### src/sv/lcr_pkg.sv
package lcr_pkg;

  localparam int MAX_WIDTH  = 64;
  localparam int MAX_HEIGHT = 64;
  localparam int STACK_CAP  = MAX_WIDTH + 1;

  localparam int WID_W  = 7;   // row width register, heights, positions
  localparam int COL_W  = 6;   // column address into height memories
  localparam int AREA_W = 13;
  localparam int PROD_W = 2 * WID_W;
  localparam int ADDR_W = 3;

  localparam logic [AREA_W-1:0] AREA_CAP = {AREA_W{1'b1}};

  localparam logic [ADDR_W-1:0] REG_ROW_WIDTH = 3'd0;

  localparam logic [2:0] S_IDLE = 3'd0;
  localparam logic [2:0] S_RDH  = 3'd1;
  localparam logic [2:0] S_FEED = 3'd2;
  localparam logic [2:0] S_POP  = 3'd3;
  localparam logic [2:0] S_POPW = 3'd4;
  localparam logic [2:0] S_DONE = 3'd5;

  typedef struct packed {
    logic             valid;
    logic             clear;
    logic [WID_W-1:0] height;
    logic [WID_W-1:0] span;
  } area_req_t;

endpackage

### src/sv/lcr_best.sv
// Shared area unit: registered multiply, then saturate and keep the maximum.
module lcr_best (
  input  logic                       clk,
  input  logic                       rst,
  input  lcr_pkg::area_req_t         req,
  output logic [lcr_pkg::AREA_W-1:0] best
);

  logic [lcr_pkg::PROD_W-1:0] prod;
  logic                       prod_valid;
  logic [lcr_pkg::AREA_W-1:0] prod_cap;

  assign prod_cap = (prod > lcr_pkg::PROD_W'(lcr_pkg::AREA_CAP)) ? lcr_pkg::AREA_CAP
                                                                : prod[lcr_pkg::AREA_W-1:0];

  always_ff @(posedge clk) begin
    prod <= req.height * req.span;
    if (rst || req.clear) begin
      prod_valid <= 1'b0;
      best       <= '0;
    end else begin
      prod_valid <= req.valid;
      if (prod_valid && prod_cap > best) begin
        best <= prod_cap;
      end
    end
  end

endmodule

### config.mk
export PLATFORM = sky130hd
export DESIGN_NAME = lcr_best
export DESIGN_NICKNAME = d
export VERILOG_FILES = /design/src/sv/lcr_pkg.sv /design/src/sv/lcr_best.sv
export SDC_FILE = /design/constraint.sdc
export NUM_CORES = 1
export LEC_CHECK = 0
export ABC_AREA = 1
export BUFFER_PORTS_ARGS = -buffer_cell sky130_fd_sc_hd__buf_2
export CAP_MARGIN = 20
export CORE_UTILIZATION = 35
export CTS_CLUSTER_SIZE = 40
export DETAILED_ROUTE_END_ITERATION = 7
export SKIP_CTS_REPAIR_TIMING = 1
export SYNTH_ARGS = -nofsm -noshare
export SYNTH_HDL_FRONTEND = slang
export SYNTH_SLANG_ARGS = --single-unit
### constraint.sdc
create_clock -name clk -period 4.4 [get_ports clk]
set_clock_uncertainty 0.2 [all_clocks]
set_input_delay 0.22 -clock clk [delete_from_list [all_inputs] [get_ports clk]]
set_output_delay 0.22 -clock clk [all_outputs]
set_load 0.02 [all_outputs]
**Word level (Yosys, flattened, before mapping)**

Cells that the tools add are included.

- Flip-flop bits (word level): 28
- Bits of input ports: 18
- Output and inout bits: 13
- Logic and storage cells: 9

- Multiply operators: 1
- Order comparisons: 2
- Multiplexer cells: 1
- Reductions and logical operators: 2

Operator list:

| cell | number |
|---|---|
| greater-than comparator 14 x 13 -> 1 bit, second input constant | 1 |
| multiplier 7 x 7 -> 14 bit | 1 |
| greater-than comparator 13 bit | 1 |
| two-way mux 13 bit | 1 |
| logical AND 1 bit | 1 |
| logical OR 1 bit | 1 |

**Longest topological paths before layout**

- Depth in word-level cells: 4
- Mapped depth: 18
- Depth with buffers taken out: 18

**Least setup slack after synthesis**

OpenSTA, ideal clock, no wires.

- Path kind: input to register
- Start point: input port req[3] (netlist bit)
- End point: register prod[11] (netlist bit)
- Setup time: 0.120 ns
- Data arrival time: 3.479 ns
- Required time: 4.080 ns
- Slack: 0.602 ns
- Stages: 16
- Path buffers: 0
- Cells stage by stage: nand2_1 -> inv_1 -> fa_1 -> inv_1 -> fa_1 -> inv_1 -> fa_1 -> inv_1 -> fa_1 -> inv_1 -> ha_1 -> a21oi_1 -> inv_1 -> o21ai_0 -> nand3_1 -> xor2_1

- Cells in the longest elaborated chain, start to end: 1

Ends and longest elaborated chain:

| element | RTL line | RTL |
|---|---|---|
| start: declaration | lcr_best.sv:5 | `input lcr_pkg::area_req_t req,` |
| multiplier 7 x 7 -> 14 bit | lcr_best.sv:17 | `prod <= req.height * req.span;` |
| end signal: assignment | lcr_best.sv:17 |  |
| end: declaration | lcr_best.sv:9 | `logic [lcr_pkg::PROD_W-1:0] prod;` |

Every way passes these cells.
A chain may end at the register's enable or synchronous reset.

**Final worst setup path**

Same ends and word-level chain as after synthesis.

==> metrics.txt <==
outcome=finished clean; Top delay family on crit path=adder cells; R2R Path End=best[3]; hold wc startpoint=req[7]; clock buffer depth=2; Setup violations, final=0; vias in the first global route=around 2300; slew of the pin with the lowest slew margin=between 1 and 1.5 ns; DP HPWL=approximately 4.8 mm; CP Max Fanout=7; CP Buf/Inv Count=7; Worst setup SP type=input pin; worst-path cell chain=buf_2, nand2_1, inv_1, fa_1, inv_1, fa_1, inv_1, fa_1, inv_1, fa_1, inv_1, ha_1, a21oi_1, inv_1, o21ai_0, nand3_1, xor2_1; clock tree sinks=28; LEAKAGE=about 1.9 nW; Num CTS Buffers=3; layout net count=~530; area leader, netlist=ha_1; CTS tree=built; Clock Tree Root=clkbuf_8; # diodes=0; Die W=95.1 microns; max-cap violations=0; largest net degree at the start of global routing=27; gr usage total=between 10 and 15%; most used cell along the critical path=inv_1; synth top area cells=ha_1 19%, dfxtp_1 18%, fa_1 16%; Die ar.=9050 sq um; I/O Buffers=30; Reg clk slew, reported paths=around 0.09 ns; Routed WL=5.75 mm; slew margin rel.=roughly a third; Core ar.=about 8300 sq um; Final Wtd Congestion=~0.84; Wirelength per Cell=between 10 and 15 microns; Hold Vio Cnt, Final=0; area taken by flip-flops and latches=~560 sq um; Synth Warn #=0; Worst EP required=~4.4 ns; first-pass GRT wire length=9.83 mm; vias per cell=~4.6; Pre-antenna DRT Iters=4; multi-input logic area=2030 sq um; hold_ws=0.0720 ns; Critical Path Stages=17; P&R area growth vs syn=9.06%; depth of the CTS H-tree=1; Hold Path Stages=3; fraction of registers with async set/reset=0%; Die Ht=95.1 microns; worst min path class=input pin to register; Post-Syn Instances=around 420; DRT iter0 DRCs=between 90 and 100; Reg2Reg Depth=10; critical path capture point type=register; RSZ-0062 raised after global routing=no; setup TNS=0 ns; Post-synth top cells=101 x inv_1, 101 x nand2_1, 45 x ha_1, 34 x nor2_1, 28 x dfxtp_1; top_reg_cell synth=dfxtp_1; Syn Nets=between 500 and 600; GRT overflow=0; DR DRC count=0; Post-synth EDFFs=0; Routed Antenna Nets=0; Fmax=between 0.2 and 0.3 GHz; Mapped Avg Cell Area=about 7.3 sq um; R2R Setup Slk=about 1.8 ns; final design utilization=around 40%; Vias=between 2000 and 3000; sequential area share after synthesis=18.5%; pwr/cell area=approximately 400 nW/um^2; Ports=31; Yosys top cell area share=approximately 19%; reg-to-reg critical path startpoint=prod[13]; slowest stage delay, CP=approximately 0.53 ns; Slew Viols, Final=0; hold endpoint=prod[0]; antenna violations before repair=0; FF+latch count, synth=28; Filler cells=approximately 860; Skew-Pair Late Insertion Delay=0.27 ns; Yosys cell types=26; Tmin final=between 3 and 4 ns; critical path type=input pin to register; Starting Density=about 37%; Cell Area, Synth=3040 sq um; worst path arrival time=3.78 ns; final period utilization=86.7%; Slowest-stage cell, CP=fa_1; share of layout cells above drive strength 1=a little over 10%; floorplan row count=33; Max VDD drop=around 0.00014 V
[metrics by stage]
| stage | setup WS, ns | instance area, sq um | cells | total power, W |
|---|---|---|---|---|
| floorplan | 0.602 | 3040 | 417 | 0.00105 |
| global placement | 0.349 | 3250 | 545 | 0.00119 |
| detailed placement | 0.275 | 3250 | 545 | 0.00120 |
| CTS | 0.589 | 3290 | 548 | 0.00135 |
| global route | 0.398 | 3310 | 550 | 0.00149 |
| finish | 0.583 | 3310 | 550 | 0.00133 |
[registers in the layout (all words and copies together), names as in the netlist]
signal	count
best	13
prod	14
prod_valid	1
[per-layer routing]
metal | vias to the layer above | wire length [microns] | track usage [%]
li1 | 1317 | - | -
met1 | 1151 | 2930 | 18.2
met2 | 53 | 2610 | 23.0
met3 | 4 | 169 | 0.718
met4 | 0 | 44 | 3.41
met5 | - | 0 | 0
[cells by family after synthesis]
kind of cell	Yosys count	share of synthesized area, %
flip-flops	28	18.5
AND/OR/NAND/NOR	169	24.0
buffers and inverters	108	14.7
AO/OA/AOI/OAI	34	5.85
adder cells (fa/ha/maj)	69	34.4
XOR/XNOR	9	2.60
[tightest hold or removal path, cell delays in order]
cell and delay [ns]:
buf_2 0.14, nand2_1 0.09, inv_1 0.05
[worst max-delay path by stage]
| stage | startpoint | slack [ns] | endpoint |
|---|---|---|---|
| global route | req[7] | 0.40 | prod[11] |
| finish | req[3] | 0.58 | prod[11] |
| floorplan | req[3] | 0.60 | prod[11] |
| CTS | req[3] | 0.59 | prod[11] |
| detailed placement | req[3] | 0.27 | prod[11] |
| global placement | req[3] | 0.35 | prod[11] |
[power by group]
group / internal [W] / switching [W]
Combinational: 0.000314 / 0.000539
Clock: 0.0000615 / 0.0000752
Sequential: 0.000315 / 0.0000214
Total: 0.000691 / 0.000636
[placed cells by master (no fill, tap or decap), types with 5 or more instances in the layout]
master / count
inv_1: 101
nand2_1: 101
ha_1: 45
nor2_1: 34
buf_2: 30
dfxtp_1: 28
a21oi_1: 25
fa_1: 24
nand3_1: 16
nand3_2: 7
xor2_1: 6
o21ai_0: 5
[cell type report]
| cell class | instances | share of cell area [%] |
|---|---|---|
| Clock buffer | 3 | 1.25 |
| Inverter | 101 | 11.4 |
| Multi-Input combinational cell | 281 | 61.3 |
| Sequential cell | 28 | 16.9 |
| Tap cell | 105 | 3.97 |
| Timing Repair Buffer | 32 | 5.14 |
(Power assumes the default switching activity.)
